<file path="src/hdl/unsigned_restoring_divider_defines.svh">
// assertion helpers, clocked on clk_i and disabled while rst_ni is low
`ifndef UNSIGNED_RESTORING_DIVIDER_DEFINES_SVH
`define UNSIGNED_RESTORING_DIVIDER_DEFINES_SVH

`define URDIV_ASSERT_IMPL(lbl, ant, cons) \
  lbl: assert property (@(posedge clk_i) disable iff (!rst_ni) (ant) |-> (cons)) \
    else $error("urdiv assertion failed");

`define URDIV_ASSERT_NEXT(lbl, ant, cons) \
  lbl: assert property (@(posedge clk_i) disable iff (!rst_ni) (ant) |=> (cons)) \
    else $error("urdiv assertion failed");

`endif

</file>
<file path="src/hdl/urdiv_pkg.sv">
package urdiv_pkg;

  localparam int unsigned DATA_WIDTH = 32;

  typedef struct packed {
    logic [DATA_WIDTH-1:0] dividend_value;
    logic [DATA_WIDTH-1:0] divisor_value;
  } in_t;

  typedef struct packed {
    logic [DATA_WIDTH-1:0] quotient_value;
    logic [DATA_WIDTH-1:0] remainder_value;
    logic                  zero_divisor;
  } out_t;

  typedef struct packed {
    logic [DATA_WIDTH-1:0] part;
    logic [DATA_WIDTH-1:0] quo;
    logic [DATA_WIDTH-1:0] den;
    logic                  zero;
  } stage_t;

endpackage

</file>
<file path="src/hdl/urdiv_if.sv">


interface urdiv_out_if import urdiv_pkg::*; ();
  logic valid;
  logic ready;
  out_t data;

  modport source (output valid, output data, input ready);
  modport sink (input valid, input data, output ready);
endinterface

</file>
<file path="src/hdl/urdiv_skid.sv">
`include "unsigned_restoring_divider_defines.svh"

module urdiv_skid import urdiv_pkg::*; (
  input  logic clk_i,
  input  logic rst_ni,
  input  logic up_valid_i,
  input  out_t up_data_i,
  output logic up_ready_o,
  urdiv_out_if.source out_o
);

  logic out_valid_q;
  logic out_valid_d;
  out_t out_data_q;
  out_t out_data_d;
  logic skid_valid_q;
  logic skid_valid_d;
  out_t skid_data_q;
  out_t skid_data_d;
  logic push;

  assign up_ready_o = ~skid_valid_q;
  assign push       = up_valid_i & ~skid_valid_q;

  always_comb begin
    out_valid_d  = out_valid_q;
    out_data_d   = out_data_q;
    skid_valid_d = skid_valid_q;
    skid_data_d  = skid_data_q;
    if (!out_valid_q || out_o.ready) begin
      if (skid_valid_q) begin
        out_valid_d  = 1'b1;
        out_data_d   = skid_data_q;
        skid_valid_d = 1'b0;
      end else begin
        out_valid_d = push;
        out_data_d  = up_data_i;
      end
    end else if (push) begin
      skid_valid_d = 1'b1;
      skid_data_d  = up_data_i;
    end
  end

  always_ff @(posedge clk_i or negedge rst_ni) begin
    if (!rst_ni) begin
      out_valid_q  <= 1'b0;
      skid_valid_q <= 1'b0;
    end else begin
      out_valid_q  <= out_valid_d;
      skid_valid_q <= skid_valid_d;
    end
  end

  always_ff @(posedge clk_i) begin
    out_data_q  <= out_data_d;
    skid_data_q <= skid_data_d;
  end

  assign out_o.valid = out_valid_q;
  assign out_o.data  = out_data_q;

  `URDIV_ASSERT_IMPL(a_skid_behind_out, skid_valid_q, out_valid_q)
  `URDIV_ASSERT_NEXT(a_skid_catches, push && out_valid_q && !out_o.ready, skid_valid_q)
  `URDIV_ASSERT_NEXT(a_skid_drains, skid_valid_q && out_o.ready, out_valid_q && !skid_valid_q)

endmodule

</file>
<file path="src/flat_wrapper.sv">
// flat-port wrapper written by rule: the top's interface ports become plain ports
module urdiv_skid_flat import urdiv_pkg::*;
  (clk_i, rst_ni, up_valid_i, up_data_i, up_ready_o, out_o_valid, out_o_data, out_o_ready);
  urdiv_out_if out_o_i ();
  input  logic clk_i;
  input  logic rst_ni;
  input  logic up_valid_i;
  input  out_t up_data_i;
  output logic up_ready_o;
  output wire logic [$bits(out_o_i.valid)-1:0] out_o_valid;
  output wire logic [$bits(out_o_i.data)-1:0] out_o_data;
  input wire logic [$bits(out_o_i.ready)-1:0] out_o_ready;
  assign out_o_valid = out_o_i.valid;
  assign out_o_data = out_o_i.data;
  assign out_o_i.ready = out_o_ready;
  urdiv_skid u_core (.clk_i(clk_i), .rst_ni(rst_ni), .up_valid_i(up_valid_i), .up_data_i(up_data_i), .up_ready_o(up_ready_o), .out_o(out_o_i));
endmodule
</file>
<file path="config.mk">
export PLATFORM = sky130hd
export DESIGN_NAME = urdiv_skid_flat
export DESIGN_NICKNAME = d
export VERILOG_FILES = /design/src/hdl/urdiv_pkg.sv /design/src/hdl/urdiv_if.sv /design/src/hdl/urdiv_skid.sv /design/src/flat_wrapper.sv
export VERILOG_INCLUDE_DIRS = /design/src /design/src/hdl
export SDC_FILE = /design/constraint.sdc
export NUM_CORES = 1
export LEC_CHECK = 0
export BUFFER_PORTS_ARGS = -buffer_cell sky130_fd_sc_hd__buf_2
export CAP_MARGIN = 0
export CELL_PAD_IN_SITES_DETAIL_PLACEMENT = 1
export CELL_PAD_IN_SITES_GLOBAL_PLACEMENT = 1
export CORE_MARGIN = 2
export CORE_UTILIZATION = 49
export CTS_BUF_LIST = sky130_fd_sc_hd__clkbuf_8
export DETAILED_ROUTE_END_ITERATION = 7
export PLACE_DENSITY = 0.83
export SLEW_MARGIN = 20
export SYNTH_ARGS = -nofsm -noshare
export SYNTH_HDL_FRONTEND = slang
export SYNTH_SLANG_ARGS = --single-unit
</file>
<file path="constraint.sdc">
create_clock -name clk_i -period 15 [get_ports clk_i]
set_input_delay 0 -clock clk_i [delete_from_list [all_inputs] [get_ports clk_i]]
set_output_delay 0 -clock clk_i [all_outputs]
set_load 0.005 [all_outputs]
</file>
==> impl_metrics.json <==
{
  "tritoncts": "yes",
  "fin_setup_tns_ns": 0,
  "netlist_area_um2": 4840,
  "floorplan.initialDensity_pct": 50.0,
  "synthFlopType": "edfxtp_1",
  "firstDrtPassIters": 4,
  "clk-insertion-delay-late_ns": 0.44,
  "worst-endpoint-arrival_ns": 2.45,
  "synth_largest_area_cell": "edfxtp_1",
  "initialDrtViolationCount": 63,
  "grt_max_degree": 69,
  "start_kind": "flop",
  "m1WireLength_um": 4090,
  "r2r-end": "u_core.skid_data_q[6]",
  "design.core.area_um2": 9680,
  "met2_length_um": 5980,
  "path_clk_slew_ns": 0.08,
  "ys_warn_count": 0,
  "r2r-start": "u_core.out_o.valid",
  "finalHoldViolations": 0,
  "finalWirelength_um": 10800,
  "all_layer_gr_usage_pct": 21.2,
  "fin_nets": 495,
  "finClkSkew_ns": 0.00959,
  "synthesized_flop_and_latch_total": 132,
  "synth_common_cells": "edfxtp_1, mux2_2, mux2_4, buf_2, buf_6",
  "tightestPinTransition_ns": 0.987,
  "power_per_cell_area_nw_per_um2": 124,
  "wl_per_cell_um": 18.9,
  "worstPathRequired_ns": 15.06,
  "top_layer": "met4",
  "synth_sequential_area_ratio_pct": 81.6,
  "worst_hold_path_type": "primary input to flop",
  "antenna_found_initial": 0,
  "synthDistinctLibCells": 11,
  "via_per_inst": 4.81,
  "worst-setup-path-type": "flop to flop",
  "count_of_inserted_antenna_diode_cells": 0,
  "timing.hold.worst_path_depth": 2,
  "final_period_minus_worst_setup_slack_ns": 2.39,
  "cts_sinks": 132,
  "drc": 0,
  "outcome": "finished, final reports clean",
  "std_cell_rows": 36,
  "post-route-worst-setup-slack_ns": 12.61,
  "synthesis.instances": 211,
  "ys_top_cells_by_area": "edfxtp_1, mux2_2, mux2_4",
  "post_synth.cell_area_avg_um2": 23.0,
  "detail-route-antenna-nets": 0,
  "fin_crit_sh_pct": 16.0,
  "final.hold.worst_slack_ns": 0.283,
  "first_pass_grt_wire_length_um": 16000,
  "final-max-slew-violation-count": 0,
  "post_placement_setup_slack_ns": 12.56,
  "place.detailed.instances": 472,
  "routed-wl-met3_um": 547,
  "layoutNonFillerInstCount": 572,
  "relSlewSlack_pct": 34.2,
  "number_of_global_route_vias_before_repair": 3025,
  "max-cap-violations": 0,
  "depth_of_the_most_critical_reg_to_reg_path": 3,
  "cts_resized": 0,
  "dr_total_vias": 2753,
  "post-dp-hpwl_um": 5640,
  "leakage_power_uw": 0.00261,
  "final_util_pct": 69.4,
  "critical_path.max_fanout": 68,
  "dieArea_um2": 10700,
  "globalRouteOverflowTotal": 0,
  "kind_of_capture_point_of_the_worst_setup_path": "flop",
  "synthesis.nets": 280,
  "synth_async_sr_flop_share_pct": 1.52,
  "drive_above_1_share_pct": 53.1,
  "hold_path_end": "u_core.skid_data_q[46]",
  "cts_inserted_buffers": 17,
  "max-vdd-ir-drop_mv": 0.0590,
  "die_w_um": 103,
  "clock-root-buffer": "clkbuf_8",
  "holdCritStartpoint": "up_data_i[46]",
  "die_h_um": 103,
  "grt_setup_unrepaired": "no",
  "routabilityCongestion": 0.689,
  "finalSetupViolations": 0,
  "achievable-frequency_mhz": 418,
  "io_buffer_count": 135,
  "rrSetupSlack_ns": 12.61,
  "synth_top_area_share_pct": 80.6,
  "area_delta_synth_final_pct": 38.8,
  "clk_path_buf_depth": 2,
  "yosysMostFrequentCell": "edfxtp_1",
  "clock_tree.htree_level_count": 4,
  "design.portCount": 136,
  "synth_edf_count": 130
}
[cells in the final DEF (no fill, tap or decap)]
cell type / Yosys / routed
clkinv_4: 0 / 3
dlygate4sd3_1: 0 / 68
nand2b_4: 0 / 1
inv_1: 1 / 1
nor2_1: 2 / 2
edfxtp_1: 130 / 130
nor3b_2: 0 / 1
dfrtp_4: 0 / 1
mux2_2: 48 / 48
clkinvlp_4: 0 / 3
buf_4: 0 / 1
mux2_4: 17 / 17
dfrtp_1: 2 / 1
clkbuf_8: 0 / 17
clkinv_2: 0 / 3
nand2_1: 1 / 1
bufinv_16: 0 / 3
buf_2: 4 / 135
clkinv_1: 0 / 3
[metrics by stage]
stage                     total power [uW]  area (um^2)
final                                  831         6720
after global routing                   861         6720
after CTS                              832         6720
after detailed placement               521         5640
after global placement                 518         5640
after floorplan                        488         4840
[how the worst max path moves through the flow]
stage	startpoint	end	slack [ns]	depth (start not counted)
after detailed placement	u_core.out_o.valid	u_core.skid_data_q[35]	12.56	3
after global routing	u_core.out_o.valid	u_core.skid_data_q[59]	12.42	3
final	u_core.out_o.valid	u_core.skid_data_q[6]	12.61	3
after CTS	u_core.out_o.valid	u_core.skid_data_q[35]	12.54	3
after global placement	u_core.out_o.valid	u_core.skid_data_q[34]	12.69	3
after floorplan	u_core.out_o.valid	u_core.skid_data_q[0]	7.66	2
[routing by layer]
layer,track usage [%],vias to the layer above
li1,-,1277
met1,23.0,1361
met2,38.2,98
met3,6.65,17
met4,9.11,0
met5,0,-
[sequential cells by signal, summed over array words and instances, names as in the netlist]
register and count:
u_core.out_o.valid 1, u_core.out_o.data 65, u_core.skid_data_q 65, u_core.skid_valid_q 1
[logic make-up after synthesis]
logic type | Yosys count | share of synthesized area [%]
buffers and inverters | 9 | 1.42
and+or+nand+nor | 5 | 0.517
muxes | 65 | 16.4
DFF | 132 | 81.6
[critical path, cell delays in order, from the launching register on]
cell,delay (ns)
dfrtp_1,0.40
nand2b_4,0.50
nor3b_2,0.35
buf_4,0.67
[what timing repair did]
action / 4_1_cts / 5_1_grt
buffers inserted: 0 / 0
hold endpoints to repair: 134 / 0
setup endpoints to repair: 0 / 0
hold buffers: 68 / 0
[power breakdown]
part           switching, uW  leakage (uW)  internal, uW  total, uW
clock network            140      0.000194           162        302
logic                   31.7       0.00114          46.9       78.6
registers               13.5       0.00127           437        450
[final cells by class]
class                   count  area (um^2)
clock buffers              17          234
clock inverters            15          165
fillers                   845         2960
inverters                   1         3.75
multi-input cells          70          833
flip-flops and latches    132         3960
well taps                 133          166
repair buffers            204         1360
Power figures use the tool's default switching activity.
