==> src/hdl/unsigned_restoring_divider_defines.svh <==
// assertion helpers, clocked on clk_i and disabled while rst_ni is low
`ifndef UNSIGNED_RESTORING_DIVIDER_DEFINES_SVH
`define UNSIGNED_RESTORING_DIVIDER_DEFINES_SVH

`define URDIV_ASSERT_IMPL(lbl, ant, cons) \
  lbl: assert property (@(posedge clk_i) disable iff (!rst_ni) (ant) |-> (cons)) \
    else $error("urdiv assertion failed");

`define URDIV_ASSERT_NEXT(lbl, ant, cons) \
  lbl: assert property (@(posedge clk_i) disable iff (!rst_ni) (ant) |=> (cons)) \
    else $error("urdiv assertion failed");

`endif

==> src/hdl/urdiv_pkg.sv <==
package urdiv_pkg;

  localparam int unsigned DATA_WIDTH = 32;

  typedef struct packed {
    logic [DATA_WIDTH-1:0] dividend_value;
    logic [DATA_WIDTH-1:0] divisor_value;
  } in_t;

  typedef struct packed {
    logic [DATA_WIDTH-1:0] quotient_value;
    logic [DATA_WIDTH-1:0] remainder_value;
    logic                  zero_divisor;
  } out_t;

  typedef struct packed {
    logic [DATA_WIDTH-1:0] part;
    logic [DATA_WIDTH-1:0] quo;
    logic [DATA_WIDTH-1:0] den;
    logic                  zero;
  } stage_t;

endpackage

==> src/hdl/urdiv_step.sv <==
module urdiv_step import urdiv_pkg::*; (
  input  logic   clk_i,
  input  logic   rst_ni,
  input  logic   en_i,
  input  logic   valid_i,
  input  stage_t stage_i,
  output logic   valid_o,
  output stage_t stage_o
);

  logic                  valid_q;
  stage_t                stage_q;
  stage_t                stage_d;
  logic [DATA_WIDTH-1:0] shifted;
  logic [DATA_WIDTH:0]   diff;
  logic                  take;

  // shift in the next dividend bit, trial subtract, restore on borrow
  always_comb begin
    shifted = {stage_i.part[DATA_WIDTH-2:0], stage_i.quo[DATA_WIDTH-1]};
    diff    = {stage_i.part[DATA_WIDTH-1], shifted} - {1'b0, stage_i.den};
    take    = ~diff[DATA_WIDTH];
    stage_d      = stage_i;
    stage_d.part = take ? diff[DATA_WIDTH-1:0] : shifted;
    stage_d.quo  = {stage_i.quo[DATA_WIDTH-2:0], take};
  end

  always_ff @(posedge clk_i or negedge rst_ni) begin
    if (!rst_ni) begin
      valid_q <= 1'b0;
    end else if (en_i) begin
      valid_q <= valid_i;
    end
  end

  always_ff @(posedge clk_i) begin
    if (en_i) begin
      stage_q <= stage_d;
    end
  end

  assign valid_o = valid_q;
  assign stage_o = stage_q;

endmodule

==> config.mk <==
export PLATFORM = sky130hd
export DESIGN_NAME = urdiv_step
export DESIGN_NICKNAME = d
export VERILOG_FILES = /design/src/hdl/unsigned_restoring_divider_defines.svh /design/src/hdl/urdiv_pkg.sv /design/src/hdl/urdiv_step.sv
export SDC_FILE = /design/constraint.sdc
export NUM_CORES = 1
export LEC_CHECK = 0
export ABC_AREA = 0
export ABC_CLOCK_PERIOD_IN_PS = 1000
export BUFFER_PORTS_ARGS = -buffer_cell sky130_fd_sc_hd__buf_2
export CORE_AREA = 2 2 107 109
export DETAILED_ROUTE_END_ITERATION = 7
export DIE_AREA = 0 0 109 111
export HOLD_SLACK_MARGIN = 0.02
export PLACE_DENSITY = 0.82
export SLEW_MARGIN = 10
export SYNTH_ARGS = -nofsm -noshare
export SYNTH_HDL_FRONTEND = slang
export SYNTH_SLANG_ARGS = --single-unit
==> constraint.sdc <==
create_clock -name clk_i -period 1 [get_ports clk_i]
set_clock_uncertainty 0.15 [all_clocks]
set_input_delay 0 -clock clk_i [delete_from_list [all_inputs] [get_ports clk_i]]
set_output_delay 0 -clock clk_i [all_outputs]
set_load 0.1 [all_outputs]
==> results of run 1 <==
cells by family after synthesis:
logic type	synth area share
compound gates	0.148
xor+xnor	0.0389
fa+ha+maj	0.0778
buf+inv	0.0440
flops	0.544
mux	0.0521
simple gates	0.0959
per-stage QoR:
step / area, µm² / setup slack [ns] / cells
after floorplan: 5530 / -1.54 / 459
after CTS: 10800 / -1.40 / 1031
after detailed placement: 9070 / -1.99 / 909
after global placement: 9070 / -1.83 / 909
synthesized netlist by cell type (6+ instances only):
cell,instances
xor2_1,10
inv_1,41
clkbuf_1,11
ha_1,32
and3_1,6
nand4_1,7
edfxtp_1,97
a21o_1,15
o21a_1,6
a21oi_1,34
o21ai_0,24
nand3_1,11
mux2_4,18
xnor2_1,14
o211ai_1,8
nand2_1,44
nor2_1,16
routing by layer:
layer / GRT overflow / global-route usage
met1: 6 / 0.887
met2: 487 / 1.16
met3: 3 / 0.747
met4: 261 / 1.10
met5: 1 / 0.286
timing repair:
item,in CTS
endpoints found under the setup margin,132
resized for setup,88
cloned,3
pin swaps,28
endpoints found under the hold margin,129
buffers inserted,12
hold buffers,91
==> metrics.txt, run 1 <==
clk sinks 98; die height ~110 µm; stage reached global routing; Worst endpoint type register input; Synth Register Bits between 90 and 100; worst_ep grt stage_o[74]$_DFFE_PP_/D; Synth area leaders edfxtp_1 (54%), ha_1 (7.4%), mux2_4 (5.0%); Post-synth EDFFs 97; Starting Density 0.488; grt ovf approximately 760; die width between 100 and 150 µm; post-synthesis cell type count just over 50; port buffer count 198; Most used DFF post-synth edfxtp_1; total track usage 0.953; Yosys top cell by area edfxtp_1; DP HPWL approximately 15 mm; mapped cell area roughly 5400 µm²; clock buffer depth 2; largest net degree at the start of global routing 22; CTS H-Tree Depth 3; Syn Inst Count 459; CTS Root Buffer Type clkbuf_16; status stopped before the end; io pins between 150 and 200; Log Error [ERROR GRT-0232] Routing congestion too high. Check the congestion heatmap in the GUI.; Post-synth ARST share 0.0102; syn nets about 600; Yosys warnings 0; mean area per synthesized cell between 10 and 15 µm²; row count 39; total CTS buffers 9; routability congestion estimate approximately 1.0; Seq/Total Area, Yosys 0.544; post-synth top area share 0.539
==> run 2, diff against run 1 <==
--- a/config.mk
+++ b/config.mk
@@ -8,11 +8,10 @@
 export ABC_AREA = 0
 export ABC_CLOCK_PERIOD_IN_PS = 1000
 export BUFFER_PORTS_ARGS = -buffer_cell sky130_fd_sc_hd__buf_2
-export CORE_AREA = 2 2 107 109
+export CORE_AREA = 2 2 120 122
 export DETAILED_ROUTE_END_ITERATION = 7
-export DIE_AREA = 0 0 109 111
-export HOLD_SLACK_MARGIN = 0.02
-export PLACE_DENSITY = 0.82
+export DIE_AREA = 0 0 122 124
+export PLACE_DENSITY_LB_ADDON = 0.15
 export SLEW_MARGIN = 10
 export SYNTH_ARGS = -nofsm -noshare
 export SYNTH_HDL_FRONTEND = slang
==> run 2 against run 1 <==
Compared with the run above: the flow now finishes, with violations (negative hold slack, negative setup slack); synthesized cell count unchanged; synthesized area unchanged.
==> metrics.txt, run 2 <==
RSZ-0062 raised after global routing true; critical path cell sequence buf_8, ha_4, a21oi_4, o211ai_1, a221o_1, a211o_1, o211ai_1, o211ai_4, inv_4, buf_12, buf_12, mux2_4; max-cap viol count 0; Final setup viols roughly 130; simple-gate area share of the yosys netlist 0.0959 (unchanged); hold violation total from the final report 15; Filler Cells Inserted 882; clk sinks 98 (unchanged); io pins 199 (unchanged); Syn Inst Count 459 (unchanged); Clk Latency, worst-skew pair about 0.35 ns; commonest non-fill, non-tap cells in the layout buf_4 (138), buf_12 (103), buf_2 (97), edfxtp_1 (97), dlygate4sd3_1 (92); Detailed Route WL approximately 19 mm; fin nets just over 1,000; drt drc 0; fmax between 400 and 500 MHz; die width 122 µm (+12%); crit path time final ~2.4 ns; failing checks negative hold slack, negative setup slack; commonest non-fill, non-tap cell in the layout buf_4; ANT cells 0; CP Data Arrival Time approximately 2.3 ns; Critical Path RT 0.95 ns; CTS Root Buffer Type clkbuf_16; wire length of the first global-routing pass roughly 29 mm; total CTS buffers 9 (unchanged); vias in the first global route around 5,600; initial detailed-routing violation count about 280; leakage a little under 5 nW; total track usage 0.250; Compound-Gate Fraction of Synth Area 0.148 (unchanged); count leader, synth edfxtp_1; Syn-to-layout area delta 98.4%; Worst-path clk slew 0.07 ns; initial antenna violation count 0; Routed Antenna Nets 0; largest stage delay on the critical path roughly 0.36 ns; Synth Register Bits 98 (unchanged); Post-synth top cells edfxtp_1 (97), nand2_1 (44), inv_1 (41), a21oi_1 (34), ha_1 (32); status complete, but fails checks; Seq/Total Area, Yosys 0.544 (unchanged); die height 124 µm (+12%); routability congestion estimate 0.934 (-11%); Post-synth EDFFs 97 (unchanged); Yosys top cell by area edfxtp_1; Area after DPL 9180 µm² (+1.2%); HP Class in2reg; grt ovf 0; design area 10,700 µm²; Synth area leaders edfxtp_1 (54%), ha_1 (7.4%), mux2_4 (5.0%); via count 5,317; critical path type in2reg; CTS H-Tree Depth 3 (unchanged); total core area around 14,000 µm²; syn nets 593 (unchanged); DR pass1 iterations 4; Routed wire per std cell approximately 18 µm; Worst setup SP type input port; Final Slew Violations 0; PwrDens roughly 1600 nW/µm²; Final WS setup -1.38 ns; CP max stage cell a221o_1; final worst-path cycle share 2.38; clock buffer depth 2 (unchanged); Post-synth ARST share 0.0102 (unchanged); Most used DFF post-synth edfxtp_1; max FFs per register slightly below 100; Yosys warnings 0 (unchanged); post-synthesis cell type count 51 (unchanged); critical path endpoint category flip-flop; CTS tree yes; crit path max fanout 7; largest family of logic cells by synthesized area compound AO/OA/AOI/OAI gates; Post-Synth Adder-Cell Area 0.0778 (unchanged); mux cell area share after synthesis 0.0521 (unchanged); port buffer count 198 (unchanged); Slew @ Worst Pin ~0.38 ns; hold slack -0.0852 ns; largest net degree at the start of global routing 32; Worst slew margin 0.742; DP HPWL 13.6 mm (-7.7%); post-synth top area share 0.539 (unchanged); Post-Synth XOR/XNOR Area 0.0389 (unchanged); Starting Density 0.394 (-0.0939); post-DR vias/cell between 4 and 5; die area approximately 15,000 µm²; maximum vdd drop between 0.001 and 0.0015 V; row count 43 (+10%); mapped cell area 5400 µm² (unchanged); layout cells sized above 1 0.464; mean area per synthesized cell 11.8 µm² (unchanged)
## run 2: cell counts after synthesis
No cell type changed its count.
## run 2: area by class of cell
cell class / instances / area, µm² / share of cell area
repair buffers: 439 / 4620 / 0.431
clock inverters: 7 / 75.1 / 0.00700
multi-input cells: 304 / 2470 / 0.231
well taps: 180 / 225 / 0.0210
clock buffers: 9 / 225 / 0.0210
inverters: 42 / 165 / 0.0154
flip-flops and latches: 98 / 2940 / 0.274
## run 2: through the flow
step           instances  total power, mW   util  TNS [ns]  setup WS [ns]
2_1_floorplan        459             10.0      -    -53.11          -1.54
3_3_place_gp         959             13.3  0.669    -56.60          -1.91
3_5_place_dp         959             13.4  0.669    -59.69          -1.95
4_1_cts             1076             17.5  0.775    -55.40          -1.35
5_1_grt             1079             18.1  0.781    -59.32          -1.47
6_report            1079             17.5  0.781    -54.49          -1.38
## run 2: kinds of logic (layout without fill, tap and decap cells)
kind of cell	Yosys count	in the layout
DFF	98	98
xor gates and xnor gates	24	24
adders and majority gates	33	33
muxes	19	19
buffers and inverters	57	497
and+or+nand+nor	108	108
AOI/OAI and AO/OA	120	120
## run 2: power breakdown
part / switching [mW] / internal (mW) / total (mW)
sequential: 0.373 / 5.08 / 5.46
clock: 1.62 / 1.96 / 3.58
combinational: 4.93 / 3.56 / 8.49
total: 6.92 / 10.6 / 17.5
## run 2: worst max-delay path: cells and delay by family
kind | cells | cell delay, ns
adders and majority gates | 1 | 0.26
buffers and inverters | 4 | 0.46
AOI/OAI and AO/OA | 6 | 1.30
muxes | 1 | 0.30
## run 2: final timing paths
path                                      from                     to  slack (ns)  cells after the start
setup / recovery                   stage_i[80]  stage_o[90]$_DFFE_PP_       -1.38                     12
hold / removal                     stage_i[92]  stage_o[93]$_DFFE_PP_       -0.09                      3
setup reg to reg           valid_o$_DFFE_PN0P_    valid_o$_DFFE_PN0P_           0                      1
hold reg to reg            valid_o$_DFFE_PN0P_    valid_o$_DFFE_PN0P_        0.43                      1
max in group asynchronous               rst_ni    valid_o$_DFFE_PN0P_        0.26                      3
min in group asynchronous               rst_ni    valid_o$_DFFE_PN0P_        0.33                      3
## run 2: timing repair
| action | in CTS | in global routing |
|---|---|---|
| pin swaps | 15 | 11 |
| buffers inserted | 9 | 4 |
| gates cloned | 1 | 0 |
| hold buffers | 91 | 1 |
| resized for setup | 28 | 17 |
| endpoints found under the setup margin | 131 | 132 |
| hold endpoints to repair | 115 | 15 |
## run 2: per-layer routing
metal	vias to the layer above	wire [µm]	global-route usage
li1	2577	-	-
met1	2530	7780	0.304
met2	187	9780	0.448
met3	23	1230	0.0527
met4	0	311	0.0740
met5	-	0	0
(Power assumes the default switching activity.)
==> run 3, diff against run 2 <==
--- a/config.mk
+++ b/config.mk
@@ -6,11 +6,13 @@
 export NUM_CORES = 1
 export LEC_CHECK = 0
 export ABC_AREA = 0
-export ABC_CLOCK_PERIOD_IN_PS = 1000
+export ABC_CLOCK_PERIOD_IN_PS = 2500
 export BUFFER_PORTS_ARGS = -buffer_cell sky130_fd_sc_hd__buf_2
 export CORE_AREA = 2 2 120 122
+export CTS_CLUSTER_DIAMETER = 120
 export DETAILED_ROUTE_END_ITERATION = 7
 export DIE_AREA = 0 0 122 124
+export GPL_TIMING_DRIVEN = 0
 export PLACE_DENSITY_LB_ADDON = 0.15
 export SLEW_MARGIN = 10
 export SYNTH_ARGS = -nofsm -noshare
==> constraint.sdc (replaced) <==
create_clock -name clk_i -period 2.5 [get_ports clk_i]
set_clock_uncertainty 0.15 [all_clocks]
set_input_delay 0 -clock clk_i [delete_from_list [all_inputs] [get_ports clk_i]]
set_output_delay 0 -clock clk_i [all_outputs]
set_load 0.1 [all_outputs]
==> run 3 against run 2 <==
Compared with the run above: the flow now finishes without violations; die area stayed put; final area is 23% lower; wire length is 20% lower; first-iteration DRC count is 8.9% lower; core utilization is 18 points lower; clock power is 60% lower; critical path depth stayed put; worst setup slack better by 1.4 ns; cell count is 10% lower; largest cell class is now flip-flops and latches; highest routed layer unchanged.
==> metrics.txt, run 3 (same netlist as run 2, synthesis figures left out) <==
critical path endpoint category flip-flop; initial detailed-routing violation count 257 (-8.9%); Final Slew Violations 0 (unchanged); clk sinks 98 (unchanged); Worst setup SP type input port; max-cap viol count 0 (unchanged); Min-Delay Endpoint stage_o[66]$_DFFE_PP_; status finished, final reports clean; Syn-to-layout area delta 53.7%; largest net degree at the start of global routing 69 (+120%); port buffer count 198 (unchanged); FF/Latch Area 2940 µm² (-0.13%); crit path time final between 2 and 2.5 ns; CTS Root Buffer Type clkbuf_16; drt drc 0 (unchanged); Area after DPL 6770 µm² (-26%); commonest non-fill, non-tap cells in the layout buf_2 (196), dlygate4sd3_1 (101), edfxtp_1 (97), nand2_1 (44), inv_1 (37); wire length of the first global-routing pass 23.3 mm (-20%); HP Class in2reg; final worst-path cycle share 0.999; worst slack, placed -0.745 ns (+1.20 ns); Routed Antenna Nets 0 (unchanged); die area 15,100 µm² (unchanged); Routed wire per std cell 15.8 µm (-11%); Worst slew margin 0.669 (-0.0734); layout cells sized above 1 0.366 (-0.0979); Worst-path clk slew 0.07 ns (about the same); fmax between 400 and 500 MHz; setup TNS 0 ns (+54.49 ns); WHS Path Cells 3 (unchanged); clock buffer depth 2 (unchanged); R2R cell count 1 (unchanged); CTS H-Tree Depth 3 (unchanged); row count 43 (unchanged); Detailed Route WL 15.3 mm (-20%); die height 124 µm (unchanged); Final WS setup 0.00197 ns (+1.38 ns); fin nets 916 (-11%); RSZ-0062 raised after global routing true; Reg-to-Reg End valid_o$_DFFE_PN0P_; total core area 13,700 µm² (unchanged); die width 122 µm (unchanged); crit path max fanout 8 (+1); Total Power 6.06 mW (-65%); worst reg2reg startpoint valid_o$_DFFE_PN0P_; post-DR vias/cell 4.96 (+0.67%); CTS tree yes; design area 8300 µm² (-23%); CP Data Arrival Time 2.45 ns (+0.12 ns); total track usage 0.201 (-0.0496); vias in the first global route 4,621 (-17%); Starting Density 0.394 (unchanged); via count 4,802 (-9.7%); critical path type in2reg; DP HPWL 10.8 mm (-20%); hold_sp stage_i[2]; Layout Utilization 0.605 (-0.176); leakage 3.71 nW (-23%); commonest non-fill, non-tap cell in the layout buf_2; DR pass1 iterations 5 (+1); Final setup viols 0 (-100%); io pins 199 (unchanged); Reg2Reg Setup Slack 1.60 ns (+1.60 ns); Multi-input gate area 2400 µm² (-2.9%); PwrDens 730 nW/µm² (-55%); Slew @ Worst Pin 0.484 ns (+0.102 ns); maximum vdd drop 0.000396 V (-62%); Critical Path RT 2.45 ns (+1.50 ns); hold violation total from the final report 0 (-15); routability congestion estimate 0.828 (-11%); initial antenna violation count 0 (unchanged); Clk Latency, worst-skew pair 0.35 ns (about the same); Filler Cells Inserted 1,164 (+32%); grt ovf 0 (unchanged); total CTS buffers 9 (unchanged); max FFs per register 97 (unchanged)
run 3: cell type report:
class,instances,share of cell area
buffer,11,0.0112
antenna,1,0.000301
clock inverter,6,0.00904
timing repair buffer,316,0.263
tap,180,0.0271
clock buffer,10,0.0276
sequential,98,0.354
multi-input combinational,304,0.289
inverter,42,0.0196
run 3: worst max-delay path by stage:
stage                     start               endpoint  slack (ns)
global route        stage_i[17]  stage_o[96]$_DFFE_PP_       -0.06
global placement     stage_i[1]  stage_o[88]$_DFFE_PP_       -0.72
finish              stage_i[17]  stage_o[75]$_DFFE_PP_       0.002
detailed placement   stage_i[1]  stage_o[78]$_DFFE_PP_       -0.75
floorplan           stage_i[80]  stage_o[68]$_DFFE_PP_       -0.04
CTS                 stage_i[14]  stage_o[96]$_DFFE_PP_       0.002
run 3: stage by stage:
stage               hold slack, ns  cells
floorplan                   -0.446    459
global placement            -0.376    837
detailed placement          -0.369    838
CTS                         0.0525    964
global route                0.0955    967
finish                      0.0732    968
run 3: per-layer routing:
metal / share of wire / up-vias / GRT usage
met5: 0 / - / 0
met4: 0.022 / 0 / 0.0833
met3: 0.061 / 25 / 0.0389
met2: 0.47 / 172 / 0.331
met1: 0.45 / 2255 / 0.260
li1: - / 2350 / -
run 3: timing repair:
item,in CTS,in global routing
pin swaps,12,13
setup buffers,10,5
hold buffers,101,0
hold endpoints to repair,128,0
resized for setup,17,11
gates cloned,1,0
setup endpoints to repair,32,27
run 3: power by group:
group	switching [mW]	internal, mW
registers	0.0387	2.02
clock network	0.632	0.790
logic	1.87	0.711
run 3: critical path: stages:
cell	delay (ns)
buf_4	0.11
inv_6	0.03
ha_4	0.27
a21oi_4	0.14
o211ai_1	0.14
a221o_1	0.37
a211o_1	0.29
o21a_1	0.24
o211ai_4	0.21
inv_2	0.08
bufbuf_16	0.28
mux2_4	0.29
==> run 4, diff against run 3 <==
--- a/config.mk
+++ b/config.mk
@@ -8,10 +8,10 @@
 export ABC_AREA = 0
 export ABC_CLOCK_PERIOD_IN_PS = 2500
 export BUFFER_PORTS_ARGS = -buffer_cell sky130_fd_sc_hd__buf_2
-export CORE_AREA = 2 2 120 122
+export CORE_AREA = 2 2 91 159
 export CTS_CLUSTER_DIAMETER = 120
 export DETAILED_ROUTE_END_ITERATION = 7
-export DIE_AREA = 0 0 122 124
+export DIE_AREA = 0 0 93 161
 export GPL_TIMING_DRIVEN = 0
 export PLACE_DENSITY_LB_ADDON = 0.15
 export SLEW_MARGIN = 10
==> run 4 against run 3 <==
Compared with the run above: the flow now finishes with violations (negative hold slack); worst setup slack better by 0.018 ns; non-clock buffer count is 4 lower; critical path depth down 1; sequential power about the same; via count decreased by 0.37%; hold slack got worse by 0.078 ns; die area decreased by 1.0%; flip-flop and latch count is the same; highest routed layer unchanged.
==> metrics.txt, run 4 (same netlist as run 2, synthesis figures left out) <==
Detailed Route WL 16.2 mm (+5.8%); Worst-path clk slew 0.07 ns (about the same); Worst path most repeated cell a21o_1; Clk Latency, worst-skew pair 0.34 ns (about the same); Critical Path RT 2.45 ns (about the same); Starting Density 0.395 (+0.000756); commonest non-fill, non-tap cell in the layout buf_2; die height 161 µm (+30%); row count 57 (+33%); initial detailed-routing violation count 153 (-40%); Routed Antenna Nets 0 (unchanged); grt ovf 0 (unchanged); commonest non-fill, non-tap cells in the layout buf_2 (194), dlygate4sd3_1 (100), edfxtp_1 (97), nand2_1 (44), inv_1 (34); placed cells 835 (-0.36%); io pins 199 (unchanged); crit path time final 2.48 ns (-0.0183 ns); post-DR vias/cell 4.97 (+0.25%); max FFs per register 97 (unchanged); CP max stage cell or3_1; Syn-to-layout area delta 54.1%; RSZ-0062 raised after global routing true; total core area 13,700 µm² (-0.19%); failing checks negative hold slack; routability congestion estimate 0.857 (+3.5%); Worst Setup SP stage_i[26]; die area 15,000 µm² (-1.0%); PwrDens 724 nW/µm² (-0.78%); critical path cell sequence buf_2, inv_1, ha_2, a21o_1, a21o_1, a21o_1, or3_1, o211ai_4, inv_4, clkbuf_16, mux2_4; CTS H-Tree Depth 3 (unchanged); hold violation total from the final report 4 (+4); clock buffer depth 2 (unchanged); port buffer count 198 (unchanged); wire length of the first global-routing pass 24.2 mm (+3.9%); total track usage 0.209 (+0.00820); die width 93 µm (-24%); Area after DPL 6760 µm² (about the same); Routed wire per std cell 16.8 µm (+6.4%); Post-Layout Cell Count 962 (-0.62%); leakage 3.70 nW (-0.21%); largest stage delay on the critical path 0.37 ns (about the same); CTS tree yes; status complete, but fails checks; DR pass1 iterations 6 (+1); max-cap viol count 0 (unchanged); Slew @ Worst Pin 0.515 ns (+0.0313 ns); critical path type in2reg; total CTS buffers 9 (unchanged); CTS Root Buffer Type clkbuf_16; drt drc 0 (unchanged); layout cells sized above 1 0.374 (+0.00826); Layout Utilization 0.608 (+0.00262); Filler Cells Inserted 1,213 (+4.2%); fin nets 912 (-0.44%); Final Slew Violations 0 (unchanged); initial antenna violation count 2 (+2); hold slack -0.00487 ns (-0.0780 ns); largest net degree at the start of global routing 63 (-8.7%); fmax 403 MHz (+0.74%); Worst slew margin 0.656 (-0.0125); CP Data Arrival Time 2.43 ns (-0.02 ns); hold_sp en_i; DP HPWL 11.8 mm (+8.9%); via count 4,784 (-0.37%); HP Class in2reg; vias in the first global route 4,878 (+5.6%); Worst setup SP type input port; setup TNS 0 ns (unchanged); clk sinks 98 (unchanged); final worst-path cycle share 0.992 (-0.00733); critical path endpoint category flip-flop; maximum vdd drop 0.000386 V (-2.6%); design area 8320 µm² (+0.24%); worst reg2reg startpoint valid_o$_DFFE_PN0P_; Final setup viols 0 (unchanged); crit path max fanout 7 (-1)
-- run 4: worst max-delay path, delay by kind of cell --
| kind | cells | cell delay (ns) |
|---|---|---|
| AO/OA/AOI/OAI | 4 | 0.97 |
| buffers and inverters | 4 | 0.48 |
| AND/OR/NAND/NOR | 1 | 0.37 |
| adder cells (fa/ha/maj) | 1 | 0.32 |
| multiplexers | 1 | 0.29 |
-- run 4: metal layers --
layer	track usage	vias up	wire [µm]
met5	0	-	0
met4	0.0769	0	374
met3	0.0340	22	796
met2	0.428	159	9440
met1	0.199	2265	5570
li1	-	2338	-
-- run 4: path summary, 6_finish.rpt --
check	end	slack, ns	cells after the start
min in group asynchronous	valid_o$_DFFE_PN0P_	0.36	3
max in group asynchronous	valid_o$_DFFE_PN0P_	1.73	3
min	stage_o[90]$_DFFE_PP_	-0.005	1
max reg2reg	valid_o$_DFFE_PN0P_	1.59	1
max	stage_o[96]$_DFFE_PP_	0.02	11
min reg2reg	valid_o$_DFFE_PN0P_	0.39	1
-- run 4: area by class of cell --
cell class | instances | area (µm²) | share of cell area
multi-input combinational | 304 | 2430 | 0.292
antenna | 2 | 5.00 | 0.000601
timing repair buffer | 313 | 2180 | 0.262
sequential | 98 | 2940 | 0.353
buffer | 10 | 83.8 | 0.0101
clock buffer | 10 | 239 | 0.0287
tap | 177 | 221 | 0.0266
clock inverter | 6 | 57.6 | 0.00692
inverter | 42 | 165 | 0.0198
-- run 4: report_power, final --
group	internal, mW	switching [mW]
Combinational	0.712	1.89
Clock	0.726	0.647
Sequential	2.02	0.0385
-- run 4: per-stage QoR --
stage | setup slack [ns] | power [mW]
2_1_floorplan | -0.0369 | 4.00
4_1_cts | 0.00287 | 6.01
5_1_grt | -0.0619 | 6.26
3_3_place_gp | -0.687 | 4.45
3_5_place_dp | -0.696 | 4.46
6_report | 0.0203 | 6.03
-- run 4: repair_timing --
action	4_1_cts	5_1_grt
gates cloned	0	2
setup buffers	6	6
hold buffers	100	0
hold endpoints to repair	98	0
setup endpoints to repair	32	24
gates resized for setup	20	22
pin swaps	8	3
